==> config.mk <==
export PLATFORM = sky130hd
export DESIGN_NAME = nibble_xor_delta_sector_decoder_core
export DESIGN_NICKNAME = d
export VERILOG_FILES = /design/src/design/nxd_pkg.sv /design/src/design/nibble_xor_delta_sector_decoder_core.sv /design/src/design/nxd_in_stage.sv /design/src/design/nxd_parser.sv /design/src/design/nxd_out_stage.sv
export SDC_FILE = /design/constraint.sdc
export NUM_CORES = 1
export LEC_CHECK = 0
export BUFFER_PORTS_ARGS = -buffer_cell sky130_fd_sc_hd__buf_2
export CORE_UTILIZATION = 60
export CTS_CLUSTER_DIAMETER = 50
export DETAILED_ROUTE_END_ITERATION = 8
export MAX_ROUTING_LAYER = met4
export PLACE_DENSITY = 0.91
export SYNTH_ARGS = -nofsm -noshare
export SYNTH_HDL_FRONTEND = slang
export SYNTH_HIERARCHICAL = 1
export SYNTH_SLANG_ARGS = --single-unit
==> constraint.sdc <==
create_clock -name clk -period 6.19 [get_ports clk]
set_input_delay 0.619 -clock clk [delete_from_list [all_inputs] [get_ports clk]]
set_output_delay 0.619 -clock clk [all_outputs]
set_load 0.005 [all_outputs]
==> src/design/nxd_pkg.sv <==
// ----------------------------------------------------------------------------
// nxd_pkg
// Shared types and constants of the nibble-XOR delta sector decoder.
// ----------------------------------------------------------------------------
package nxd_pkg;

  // sector geometry
  localparam int SECTOR_BYTES_DEF     = 512;
  localparam int PAYLOAD_START_NIBBLE = 40;
  localparam int HEADER_END           = PAYLOAD_START_NIBBLE / 2 - 1;

  // field widths
  localparam int SAMPLE_W = 24;
  localparam int COUNT_W  = 11;
  localparam int COUNT_MAX = 1024;
  localparam int OUT_DATA_W = 40;

  // parse phases
  typedef enum logic [1:0] {
    PH_HEADER  = 2'd0,
    PH_CTRL_HI = 2'd1,
    PH_CTRL_LO = 2'd2,
    PH_DATA    = 2'd3
  } phase_t;

  // one decoded result beat
  typedef struct packed {
    logic [SAMPLE_W-1:0] value;
    logic [COUNT_W-1:0]  count;
    logic                sample_valid;
    logic                done;
    logic                term;
  } res_t;

endpackage

==> src/design/nibble_xor_delta_sector_decoder_core.sv <==
// ----------------------------------------------------------------------------
// nibble_xor_delta_sector_decoder_core
// Decodes logger sectors of nibble-XOR delta records into channel samples.
// ----------------------------------------------------------------------------
// Feed the sector one byte per beat, with in_tuser high on byte 0. The start
// value of the selected channel comes out on byte 19, then one beat per
// completed record of that channel; the beat that ends the parse has tlast
// set and tuser[1] tells a zero channel code from a sector that ran out.
// One byte is taken every cycle while the result side is not back-pressured; a
// result passes from the input register to the result register. The rate is set by
// the two-nibble decode that sits in one pass between those registers. There is no
// clearing pass after reset. Write channel_select only while the block is idle.
// ----------------------------------------------------------------------------
module nibble_xor_delta_sector_decoder_core
  import nxd_pkg::*;
#(
  parameter int SECTOR_BYTES = SECTOR_BYTES_DEF
) (
  input  logic                  clk,
  input  logic                  rst_n,
  // configuration
  input  logic                  cfg_valid,
  output logic                  cfg_ready,
  input  logic [1:0]            cfg_data,   // channel_select
  // sector bytes
  input  logic                  in_tvalid,
  output logic                  in_tready,
  input  logic [7:0]            in_tdata,   // sector_byte
  input  logic                  in_tuser,   // first_byte
  // samples
  output logic                  out_tvalid,
  input  logic                  out_tready,
  output logic [OUT_DATA_W-1:0] out_tdata,  // sample_value[23:0], sample_count[34:24], zeros
  output logic                  out_tlast,  // sector_done
  output logic [1:0]            out_tuser   // sample_valid, terminated
);

  logic [1:0] sel_r;
  logic       hold_valid;
  logic [7:0] hold_byte;
  logic       hold_first;
  logic       can_load;
  logic       fire;
  logic       res_valid;
  res_t       res;

  // channel select register
  assign cfg_ready = 1'b1;

  always_ff @(posedge clk) begin
    if (!rst_n) begin
      sel_r <= 2'd1;
    end else if (cfg_valid && cfg_ready) begin
      sel_r <= cfg_data;
    end
  end

  // input register
  nxd_in_stage u_in (
    .clk        (clk),
    .rst_n      (rst_n),
    .in_tvalid  (in_tvalid),
    .in_tready  (in_tready),
    .in_tdata   (in_tdata),
    .in_tuser   (in_tuser),
    .advance    (can_load),
    .hold_valid (hold_valid),
    .hold_byte  (hold_byte),
    .hold_first (hold_first)
  );

  assign fire = hold_valid && can_load;

  // decode
  nxd_parser #(
    .SECTOR_BYTES (SECTOR_BYTES)
  ) u_parse (
    .clk       (clk),
    .rst_n     (rst_n),
    .sel       (sel_r),
    .fire      (fire),
    .in_byte   (hold_byte),
    .in_first  (hold_first),
    .res_valid (res_valid),
    .res       (res)
  );

  // result register
  nxd_out_stage u_out (
    .clk        (clk),
    .rst_n      (rst_n),
    .load       (res_valid),
    .res        (res),
    .can_load   (can_load),
    .out_tvalid (out_tvalid),
    .out_tready (out_tready),
    .out_tdata  (out_tdata),
    .out_tlast  (out_tlast),
    .out_tuser  (out_tuser)
  );

`ifndef ASSERT_OFF
  // every beat carries a sample or the end of the parse
  a_beat_has_cause: assert property (@(posedge clk) disable iff (!rst_n)
    out_tvalid |-> (out_tuser[0] || out_tlast))
    else $error("result beat with neither sample nor end");

  // no sample means a zero value
  a_value_zero: assert property (@(posedge clk) disable iff (!rst_n)
    (out_tvalid && !out_tuser[0]) |-> (out_tdata[23:0] == 24'd0))
    else $error("value set without a sample");

  // terminated only on the ending beat
  a_term_on_end: assert property (@(posedge clk) disable iff (!rst_n)
    (out_tvalid && out_tuser[1]) |-> out_tlast)
    else $error("terminated without sector end");

  // a held byte blocks new bytes only while the result side stalls
  a_stall_cause: assert property (@(posedge clk) disable iff (!rst_n)
    !in_tready |-> (out_tvalid && !out_tready))
    else $error("input stalled without output back-pressure");
`endif

endmodule

==> src/design/nxd_in_stage.sv <==
// ----------------------------------------------------------------------------
// nxd_in_stage
// Input register: holds one accepted byte until the parser consumes it.
// ----------------------------------------------------------------------------
module nxd_in_stage
  import nxd_pkg::*;
(
  input  logic       clk,
  input  logic       rst_n,
  input  logic       in_tvalid,
  output logic       in_tready,
  input  logic [7:0] in_tdata,   // sector_byte
  input  logic       in_tuser,   // first_byte
  input  logic       advance,    // parser consumes the held beat this cycle
  output logic       hold_valid,
  output logic [7:0] hold_byte,
  output logic       hold_first
);

  logic       valid_r, valid_nxt;
  logic [7:0] byte_r;
  logic       first_r;
  logic       take;

  // free when empty or when the held beat leaves this cycle
  assign in_tready = !valid_r || advance;
  assign take      = in_tvalid && in_tready;

  always_comb begin
    valid_nxt = valid_r;
    if (take) begin
      valid_nxt = 1'b1;
    end else if (advance) begin
      valid_nxt = 1'b0;
    end
  end

  always_ff @(posedge clk) begin
    if (!rst_n) begin
      valid_r <= 1'b0;
    end else begin
      valid_r <= valid_nxt;
    end
  end

  // payload
  always_ff @(posedge clk) begin
    if (take) begin
      byte_r  <= in_tdata;
      first_r <= in_tuser;
    end
  end

  assign hold_valid = valid_r;
  assign hold_byte  = byte_r;
  assign hold_first = first_r;

endmodule

==> src/design/nxd_parser.sv <==
// ----------------------------------------------------------------------------
// nxd_parser
// Sector parse state and the single-pass decode of one byte (two nibbles).
// ----------------------------------------------------------------------------
module nxd_parser
  import nxd_pkg::*;
#(
  parameter int SECTOR_BYTES = SECTOR_BYTES_DEF
) (
  input  logic       clk,
  input  logic       rst_n,
  input  logic [1:0] sel,
  input  logic       fire,
  input  logic [7:0] in_byte,
  input  logic       in_first,
  output logic       res_valid,
  output res_t       res
);

  localparam int POS_W = $clog2(SECTOR_BYTES);
  localparam logic [POS_W-1:0] POS_LAST = POS_W'(SECTOR_BYTES - 1);

  typedef struct packed {
    phase_t              phase;
    logic [3:0]          pend;
    logic [5:0]          mask;
    logic [1:0]          chan;
    logic [SAMPLE_W-1:0] delta;
    logic [SAMPLE_W-1:0] run;
    logic                emit;
    logic                term;
    logic                fin;
  } nib_state_t;

  // state registers
  phase_t              phase_r;
  logic [3:0]          pend_r;
  logic [5:0]          mask_r;
  logic [1:0]          chan_r;
  logic [SAMPLE_W-1:0] delta_r;
  logic [SAMPLE_W-1:0] run_r;
  logic [COUNT_W-1:0]  cnt_r, cnt_nxt;
  logic [POS_W-1:0]    pos_r, pos_nxt;
  logic                fin_r;

  nib_state_t          cur, s0, s1, s2;
  logic [COUNT_W-1:0]  cur_cnt;
  logic [POS_W-1:0]    cur_pos;
  logic [POS_W-1:0]    hdr_base;
  logic [POS_W-1:0]    hdr_off;
  logic                done;

  // close a record: fold the delta in when its channel is selected
  function automatic nib_state_t finish_rec(nib_state_t s, logic [1:0] sl);
    nib_state_t r;
    r = s;
    if (s.chan == sl) begin
      r.run  = s.run ^ s.delta;
      r.emit = 1'b1;
    end
    r.phase = PH_CTRL_HI;
    return r;
  endfunction

  // consume one payload nibble
  function automatic nib_state_t nibble_step(nib_state_t s, logic [3:0] n, logic [1:0] sl);
    nib_state_t r;
    logic [5:0] m;
    logic [2:0] b;
    r = s;
    m = '0;
    b = '0;
    case (s.phase)
      PH_CTRL_HI: begin
        if (n[3:2] == 2'b00) begin
          r.fin  = 1'b1;
          r.term = 1'b1;
        end else begin
          r.chan  = n[3:2];
          r.pend  = n;
          r.phase = PH_CTRL_LO;
        end
      end
      PH_CTRL_LO: begin
        m       = {s.pend[1:0], n};
        r.mask  = m;
        r.delta = '0;
        if (m == 6'd0) begin
          r = finish_rec(r, sl);
        end else begin
          r.phase = PH_DATA;
        end
      end
      PH_DATA: begin
        // highest remaining mask bit
        for (int i = 0; i < 6; i++) begin
          if (s.mask[i]) begin
            b = 3'(i);
          end
        end
        r.delta = s.delta | ({{(SAMPLE_W-4){1'b0}}, n} << {b, 2'b00});
        r.mask  = s.mask & ~(6'd1 << b);
        if (r.mask == 6'd0) begin
          r = finish_rec(r, sl);
        end
      end
      default: r = s;
    endcase
    return r;
  endfunction

  // current state, or a fresh sector when the beat starts one
  always_comb begin
    if (in_first) begin
      cur     = '0;
      cur.phase = PH_HEADER;
      cur_cnt = '0;
      cur_pos = '0;
    end else begin
      cur.phase = phase_r;
      cur.pend  = pend_r;
      cur.mask  = mask_r;
      cur.chan  = chan_r;
      cur.delta = delta_r;
      cur.run   = run_r;
      cur.emit  = 1'b0;
      cur.term  = 1'b0;
      cur.fin   = fin_r;
      cur_cnt   = cnt_r;
      cur_pos   = pos_r;
    end
  end

  // header byte placement offsets
  assign hdr_base = POS_W'({sel, 2'b00}) + POS_W'(5);
  assign hdr_off  = cur_pos - hdr_base;

  // decode of one byte
  always_comb begin
    s0 = cur;
    s1 = cur;
    s2 = cur;
    if (!cur.fin) begin
      if (cur.phase == PH_HEADER) begin
        if (sel != 2'd0 && cur_pos >= hdr_base && hdr_off < POS_W'(3)) begin
          case (hdr_off[1:0])
            2'd0:    s0.run[23:16] = in_byte;
            2'd1:    s0.run[15:8]  = in_byte;
            default: s0.run[7:0]   = in_byte;
          endcase
        end
        if (cur_pos >= POS_W'(HEADER_END)) begin
          s0.phase = PH_CTRL_HI;
          if (sel != 2'd0) begin
            s0.emit = 1'b1;
          end
        end
        s2 = s0;
      end else begin
        s1 = nibble_step(cur, in_byte[7:4], sel);
        if (!s1.fin) begin
          s2 = nibble_step(s1, in_byte[3:0], sel);
        end else begin
          s2 = s1;
        end
      end
      // out of bytes
      if (!s2.fin && cur_pos == POS_LAST) begin
        s2.fin  = 1'b1;
        s2.term = 1'b0;
      end
    end
  end

  // sample count and byte position
  always_comb begin
    done    = !cur.fin && s2.fin;
    cnt_nxt = cur_cnt;
    if (s2.emit && cur_cnt != COUNT_W'(COUNT_MAX)) begin
      cnt_nxt = cur_cnt + COUNT_W'(1);
    end
    pos_nxt = cur.fin ? cur_pos : cur_pos + POS_W'(1);
  end

  // result beat
  always_comb begin
    res_valid        = fire && !cur.fin && (s2.emit || done);
    res.value        = s2.emit ? s2.run : '0;
    res.count        = cnt_nxt;
    res.sample_valid = s2.emit;
    res.done         = done;
    res.term         = done && s2.term;
  end

  always_ff @(posedge clk) begin
    if (!rst_n) begin
      phase_r <= PH_HEADER;
      pend_r  <= '0;
      mask_r  <= '0;
      chan_r  <= '0;
      delta_r <= '0;
      run_r   <= '0;
      cnt_r   <= '0;
      pos_r   <= '0;
      fin_r   <= 1'b0;
    end else if (fire) begin
      phase_r <= s2.phase;
      pend_r  <= s2.pend;
      mask_r  <= s2.mask;
      chan_r  <= s2.chan;
      delta_r <= s2.delta;
      run_r   <= s2.run;
      cnt_r   <= cnt_nxt;
      pos_r   <= pos_nxt;
      fin_r   <= s2.fin;
    end
  end

endmodule

==> src/design/nxd_out_stage.sv <==
// ----------------------------------------------------------------------------
// nxd_out_stage
// Result register: holds one decoded beat until the sink takes it.
// ----------------------------------------------------------------------------
module nxd_out_stage
  import nxd_pkg::*;
(
  input  logic                  clk,
  input  logic                  rst_n,
  input  logic                  load,
  input  res_t                  res,
  output logic                  can_load,
  output logic                  out_tvalid,
  input  logic                  out_tready,
  output logic [OUT_DATA_W-1:0] out_tdata,  // sample_value, sample_count, zero fill
  output logic                  out_tlast,  // sector_done
  output logic [1:0]            out_tuser   // sample_valid, terminated
);

  logic valid_r, valid_nxt;
  res_t res_r;

  assign can_load = !valid_r || out_tready;

  always_comb begin
    valid_nxt = valid_r;
    if (load) begin
      valid_nxt = 1'b1;
    end else if (out_tready) begin
      valid_nxt = 1'b0;
    end
  end

  always_ff @(posedge clk) begin
    if (!rst_n) begin
      valid_r <= 1'b0;
    end else begin
      valid_r <= valid_nxt;
    end
  end

  // payload
  always_ff @(posedge clk) begin
    if (load) begin
      res_r <= res;
    end
  end

  assign out_tvalid = valid_r;
  assign out_tdata  = {{(OUT_DATA_W-SAMPLE_W-COUNT_W){1'b0}}, res_r.count, res_r.value};
  assign out_tlast  = res_r.done;
  assign out_tuser  = {res_r.term, res_r.sample_valid};

endmodule
### Word-level counts from Yosys, hierarchy flattened

Index checks and enable logic that the tools add are counted.

* $add $sub $neg: 4
* magnitude comparators: 3
* equality and inequality tests: 11
* shift operators: 4
* muxes and demuxes: 74
* bitwise operators: 8
* reduce and logical (&&, ||, !) cells: 29

Operators by type and width (number)
* 65-bit 2-to-1 mux: 7
* 49-bit case mux with 2 select lines: 2
* 49-bit 2-to-1 mux: 2
* 25-bit 2-to-1 mux: 2
* 24-bit bitwise OR: 2
* 4-bit by 5-bit << shifter with 24-bit output: 2
* 24-bit XOR: 2
* 3-bit 2-to-1 mux: 13
* 6-bit 2-to-1 mux: 6
* 6-bit case mux with 3 select lines: 2
* 2-bit 2-to-1 mux: 16
* 6-bit logical NOT: 4
* 24-bit 2-to-1 mux: 1
* 8-bit 2-to-1 mux: 3
* 2-bit case mux with 3 select lines: 4
* 6-bit case mux with 2 select lines: 2
* 11-bit 2-to-1 mux: 2
* 9-bit 2-to-1 mux: 2
* 6-bit bitwise AND: 2
* 6-bit NOT: 2
* 1-bit by 3-bit << shifter with 6-bit output (first input constant): 2
* 11-bit by 1-bit adder with 11-bit output (second input constant): 1
* 11-bit != test (second input constant): 1
* 1-bit logical AND: 10
* 16 further kinds: 41

* register bits: 134
* bits of input ports: 16
* word-level logic and storage cells: 152

### Longest topological paths before layout

* depth after elaboration: 43
* mapped depth: 20

### Hierarchy

Netlist, hierarchy kept.

By module, submodules not included
* nxd_parser: times used 1, cells an instance 1184, area an instance 8105.3 sq um
* nxd_out_stage: times used 1, cells an instance 48, area an instance 1231.2 sq um
* nxd_in_stage: times used 1, cells an instance 14, area an instance 327.8 sq um
* nibble_xor_delta_sector_decoder_core: times used 1, cells an instance 9, area an instance 87.6 sq um

### Worst setup path after synthesis

Ideal clock, no wire load.

* path type: reg2reg
* start: register u_in.first_r (netlist: u_in/hold_first)
* end: register u_out.res_r, in the netlist u_out/out_tdata[0] (enable)
* setup time: 0.448 ns
* data arrival time: 5.079 ns
* data required time: 5.742 ns
* slack: 0.663 ns
* stages on the path, launching flop included: 18
* period minus slack after synthesis: 5.527 ns
* cell sequence: edfxtp_1 buf_4 buf_4 buf_2 clkbuf_1 clkbuf_1 nor2b_1 ha_1 a2111o_1 o2bb2ai_1 a21oi_1 a221oi_1 o2111ai_2 and3_1 buf_2 buf_4 buf_4 a21oi_1

* cells in the longest elaborated chain, start to end: 37
* elaborated cells between the ends (all ways): 81
* those cells by class: order compare: 1; eq/ne: 9; shift: 2; mux: 53; bitwise: 4; reduce/logical: 12

RTL lines
* start, declared: RTL line nxd_in_stage.sv:22 `logic first_r;`
* start signal, assigned: RTL line nxd_in_stage.sv:50 `first_r <= in_tuser;`
* 65-bit 2-to-1 mux: RTL line nxd_parser.sv:114 `if (in_first) begin`
* 1-bit 2-to-1 mux: RTL line nxd_parser.sv:97 `if (s.mask[i]) begin`
* 2-bit 2-to-1 mux (2 in series): RTL line nxd_parser.sv:97
* 3-bit 2-to-1 mux (2 in series): RTL line nxd_parser.sv:97
* 3-bit 2-to-1 mux: RTL line nxd_parser.sv:73 `case (s.phase)`
* 3-bit 2-to-1 mux: RTL line nxd_parser.sv:144 `if (cur.phase == PH_HEADER) begin`
* 3-bit 2-to-1 mux: RTL line nxd_parser.sv:143 `if (!cur.fin) begin`
* 1-bit by 3-bit << shifter with 6-bit output: RTL line nxd_parser.sv:102 `r.mask = s.mask & ~(6'd1 << b);`
* (+19 left out)
* 65-bit 2-to-1 mux: RTL line nxd_parser.sv:103 `if (r.mask == 6'd0) begin`
* 49-bit case mux with 2 select lines: RTL line nxd_parser.sv:73
* 65-bit 2-to-1 mux: RTL line nxd_parser.sv:161 `if (!s1.fin) begin`
* 65-bit 2-to-1 mux: RTL line nxd_parser.sv:144
* 65-bit 2-to-1 mux (2 in series): RTL line nxd_parser.sv:143
* 1-bit logical OR: RTL line nxd_parser.sv:187 `res_valid = fire && !cur.fin && (s2.emit || done);`
* 1-bit logical AND (*): RTL line nxd_parser.sv:187
* via res_valid: RTL line nibble_xor_delta_sector_decoder_core.sv:44 `logic res_valid;`
* end signal, assigned: RTL line nxd_out_stage.sv:45 `res_r <= res;`
* end, declared: RTL line nxd_out_stage.sv:21 `res_t res_r;`

The timed path passes the listed nets; every way through them passes the cells marked *. The select of a mux whose other input is x is not followed.
A chain may end at the register's enable or synchronous reset.

### Final worst setup path

* start: register u_in.first_r (netlist: u_in/hold_first)
* end: register u_out.res_r, in the netlist u_out/out_tdata[10] (data pin)

* cells in the longest elaborated chain, start to end: 35
* elaborated cells between the ends (all ways): 84
* those cells by class: add/sub: 1; order compare: 3; eq/ne: 8; shift: 4; mux: 53; bitwise: 8; reduce/logical: 7

RTL lines (RTL line)
* 65-bit 2-to-1 mux: nxd_parser.sv:114
* 1-bit 2-to-1 mux: nxd_parser.sv:97
* 2-bit 2-to-1 mux (2 in series): nxd_parser.sv:97
* 3-bit 2-to-1 mux (2 in series): nxd_parser.sv:97
* 3-bit 2-to-1 mux: nxd_parser.sv:73
* 3-bit 2-to-1 mux: nxd_parser.sv:144
* 3-bit 2-to-1 mux: nxd_parser.sv:143
* 1-bit by 3-bit << shifter with 6-bit output: nxd_parser.sv:102
* (+17 left out)
* 24-bit XOR / 6-bit bitwise AND (equally long branches): nxd_parser.sv:58, nxd_parser.sv:102
* 25-bit 2-to-1 mux / 6-bit logical NOT (equally long branches): nxd_parser.sv:57, nxd_parser.sv:103
* 65-bit 2-to-1 mux: nxd_parser.sv:103
* 49-bit case mux with 2 select lines: nxd_parser.sv:73
* 65-bit 2-to-1 mux: nxd_parser.sv:161
* 65-bit 2-to-1 mux: nxd_parser.sv:144
* 65-bit 2-to-1 mux: nxd_parser.sv:143
* 65-bit 2-to-1 mux (*): nxd_parser.sv:143

Mark *: on every way between the ends. The rest lies on a longest branch, timed or not. The select of a mux whose other input is x is not followed.

==> results.md <==
* Outcome: finished clean
* Cell Area, Synth at approximately 10000 um2
* CP Launch Type: flip-flop
* Most frequent cells in the layout: 120 x a21oi_1, 106 x nor2_1, 90 x nand2_1, 85 x dfxtp_1, 78 x o21ai_0
* Layout cell share with drive strength beyond 1 at 12.29%
* Crit path capture type: flip-flop
* CTS Buf Count at 17
* Worst path cell trace: inv_1, nand2_1, ha_1, nor2b_1, o21a_1, o21a_1, nor3_1, or4_1, nor2_1, mux2i_1, a221oi_1
* Wirelength, routed at 35.01 mm
* RR Startpoint: u_in/hold_first$_DFFE_PP_
* Antenna-violating nets left at 0
* Commonest non-fill, non-tap cell in the layout: a21oi_1
* DRC violation total after the first TritonRoute iteration at ~2100
* Max-cap viol count at 0
* H-tree levels at 4
* Synth Warn # at 6
* Number of global-route vias before repair at just under 10000
* Main synth FF type: dfxtp_1
* Residual DRC at 0
* Pwr Density at ~210 nW/um2
* Post CTS Setup Buffer Count at 0
* Hold Vio Cnt, Final at 0
* Critical Path End: u_out/out_tdata[10]$_DFFE_PP_
* Crit-path most repeated cell: o21a_1
* Initial antenna violation count at 0
* Top-area cell type share of the netlist area at 17.45%
* Max FO, Critical Path at 23
* Via-to-Cell Ratio at about 7.4
* CP required at ~6.4 ns
* Delay-heaviest family, CP: simple AND/OR/NAND/NOR gates
* Initial core utilization at between 60% and 70%
* Worst slew margin at 14.18%
* Clock skew at around 0.01 ns
* Die height at roughly 130 um
* Synth area leader: dfxtp_1
* Post-cts sizing count at 0
* Final period util at between 70% and 80%
* Max Root-Sink Buffers at 2
* Root Buffer: clkbuf_16
* Slowest stage delay, CP at between 0.8 and 0.9 ns
* Yosys cell types at slightly above 90
* CTS tree: done
* Static Leak at 0.003493 uW
* Die span in x at roughly 130 um
* Synth Area per Inst at between 7 and 8 um2
* Detailed Place HPWL at between 20 and 25 mm
* Levels on crit path at 11
* Clock latency on the worst-skew pair at between 0.4 and 0.5 ns
* # IOs at 62
* Ys async rst share at 0%
* Final setup vio count at 0
* FF-to-FF End: u_out/out_tdata[10]$_DFFE_PP_
* Tmin final at ~4.6 ns
* # port buffers at 55
* Setup TNS at 0 ns
* GP Congestion at 1.058
* Post-synth EDFFs at 47
* Worst VDD drop at about 0.0002 V
* Die ar. at between 15000 and 20000 um2
* Area contributors post-synth: dfxtp_1 17%, edfxtp_1 14%, a21oi_1 6.2%, a31oi_1 4.4%, nor2_1 4.1%
* Worst slack at placement at around 1.7 ns
* HP Class: in2reg
* Detailed Routing Iterations Pass 1 at 6
* NumNets Final at around 1300
* Num rows at 46
* Fmax at approximately 220 MHz
* Largest net degree at the start of global routing at 52
* Synthesis-to-finish area growth at 8.597%
* PnR worst setup slack at approximately 1.6 ns
* Worst Path Arrival at just under 5 ns
* Wire per inst at 23.82 um
* CTS Sinks at 132
* GRT Util Overall at between 40% and 50%
* Critical path's slowest cell: or4_1
* CP Launch Point: u_in/hold_first$_DFFE_PP_
* Max Slew Vio Count at 0
* R2R Setup Slk at approximately 1.6 ns
* First-pass GRT wire length at 54.22 mm
* Hold_buf cts at 0
* Via count at 10850
* Post-synthesis sequential area ratio at about a third
* Seq cells post-synth at 132
* GRT Residual Overflow at 0
* R2R depth at 11
* RSZ-0062 raised after global routing: false
* CP bufs+invs at 1
* Clock transition at path regs at about 0.07 ns
* Slew @ Worst Pin at 1.284 ns
* CORE AREA at around 16000 um2
* Setup Crit Path Kind: reg2reg
* Post-Syn Instances at between 1000 and 1500
-- power by group --
group / switching (uW) / internal (uW) / leakage (uW)
registers: 38.2 / 913 / 0.00107
logic: 177 / 65.7 / 0.00213
clock network: 420 / 619 / 0.000294
total: 635 / 1600 / 0.00349
-- per-stage QoR --
| stage | std cells | hold WS, ns | instance area [um2] | utilization [%] | total power (uW) |
|---|---|---|---|---|---|
| global placement | 1437 | 0.4551 | 9987 | 62.87 | 1191 |
| finish | 1470 | 0.3561 | 10590 | 66.67 | 2233 |
| floorplan | 1259 | 0.4414 | 9767 | - | 1116 |
| detailed placement | 1437 | 0.4621 | 9987 | 62.87 | 1195 |
| global route | 1469 | 0.3442 | 10590 | 66.65 | 2283 |
| CTS | 1469 | 0.3456 | 10590 | 66.65 | 2221 |
-- sequential cells by signal, indices dropped and copies added (netlist names) --
name / cells
u_in/hold_first: 1
u_parse/phase_r: 2
u_parse/delta_r: 24
u_parse/pos_r: 9
u_out/out_tlast: 1
u_parse/chan_r: 2
u_out/out_tuser: 2
u_parse/cnt_r: 11
u_out/out_tdata: 35
u_out/out_tvalid: 1
u_parse/mask_r: 6
sel_r: 2
u_in/hold_valid: 1
u_parse/pend_r: 2
u_parse/run_r: 24
u_parse/fin_r: 1
u_in/hold_byte: 8
-- area by class of cell --
cell class,count,area (um2)
multi-input combinational,979,6010
fill,1318,5295
sequential,132,3113
timing repair buffer,85,500.5
clock buffer,19,452.9
tap,216,270.3
clock inverter,13,147.6
inverter,25,93.84
antenna,1,2.502
-- cell usage after synthesis (10+ instances only) --
| master | count |
|---|---|
| inv_1 | 23 |
| nor3_1 | 46 |
| o211ai_1 | 18 |
| o21ai_0 | 78 |
| nand3_1 | 61 |
| nor4_1 | 14 |
| buf_4 | 21 |
| a22oi_1 | 15 |
| clkbuf_1 | 79 |
| o21a_1 | 10 |
| a31oi_1 | 68 |
| ha_1 | 12 |
| edfxtp_1 | 47 |
| or4_1 | 12 |
| a41oi_1 | 14 |
| nand2_1 | 90 |
| dfxtp_1 | 85 |
| o31a_1 | 10 |
| nand3b_1 | 15 |
| buf_2 | 13 |
| nor2_1 | 107 |
| and3_1 | 27 |
| a21oi_1 | 121 |
| nor2b_1 | 43 |
-- kinds of logic (layout without fill, tap and decap cells) --
logic type | Yosys count | count (layout) | synth area share, %
other | 2 | 7 | 0.07701
flip-flops | 132 | 132 | 31.92
XOR/XNOR | 13 | 13 | 1.168
adder cells (fa/ha/maj) | 13 | 13 | 1.655
buffers and inverters | 148 | 142 | 6.980
AND/OR/NAND/NOR | 474 | 474 | 25.48
multiplexers | 9 | 9 | 0.9238
AO/OA/AOI/OAI | 464 | 464 | 31.79
-- routing by layer --
layer / vias to the layer above / GRT usage (%) / part of all wire (%)
met2: 972 / 61.86 / 42
met4: 0 / 22.02 / 4.7
met3: 193 / 13.50 / 15
met5: - / - / 0
li1: 4744 / - / -
met1: 4941 / 56.16 / 38
-- worst min-delay path by stage --
stage,start,to,slack [ns],cells past startpoint
3_5_place_dp,u_parse/delta_r[0]$_SDFFE_PN0P_,u_parse/delta_r[0]$_SDFFE_PN0P_,0.46,2
5_1_grt,in_tdata[6],u_in/hold_byte[6]$_DFFE_PP_,0.34,1
6_report,in_tdata[3],u_in/hold_byte[3]$_DFFE_PP_,0.36,1
2_1_floorplan,u_parse/delta_r[0]$_SDFFE_PN0P_,u_parse/delta_r[0]$_SDFFE_PN0P_,0.44,2
4_1_cts,in_tdata[6],u_in/hold_byte[6]$_DFFE_PP_,0.35,1
3_3_place_gp,u_parse/delta_r[0]$_SDFFE_PN0P_,u_parse/delta_r[0]$_SDFFE_PN0P_,0.46,2
Power figures use the tool's default switching activity.
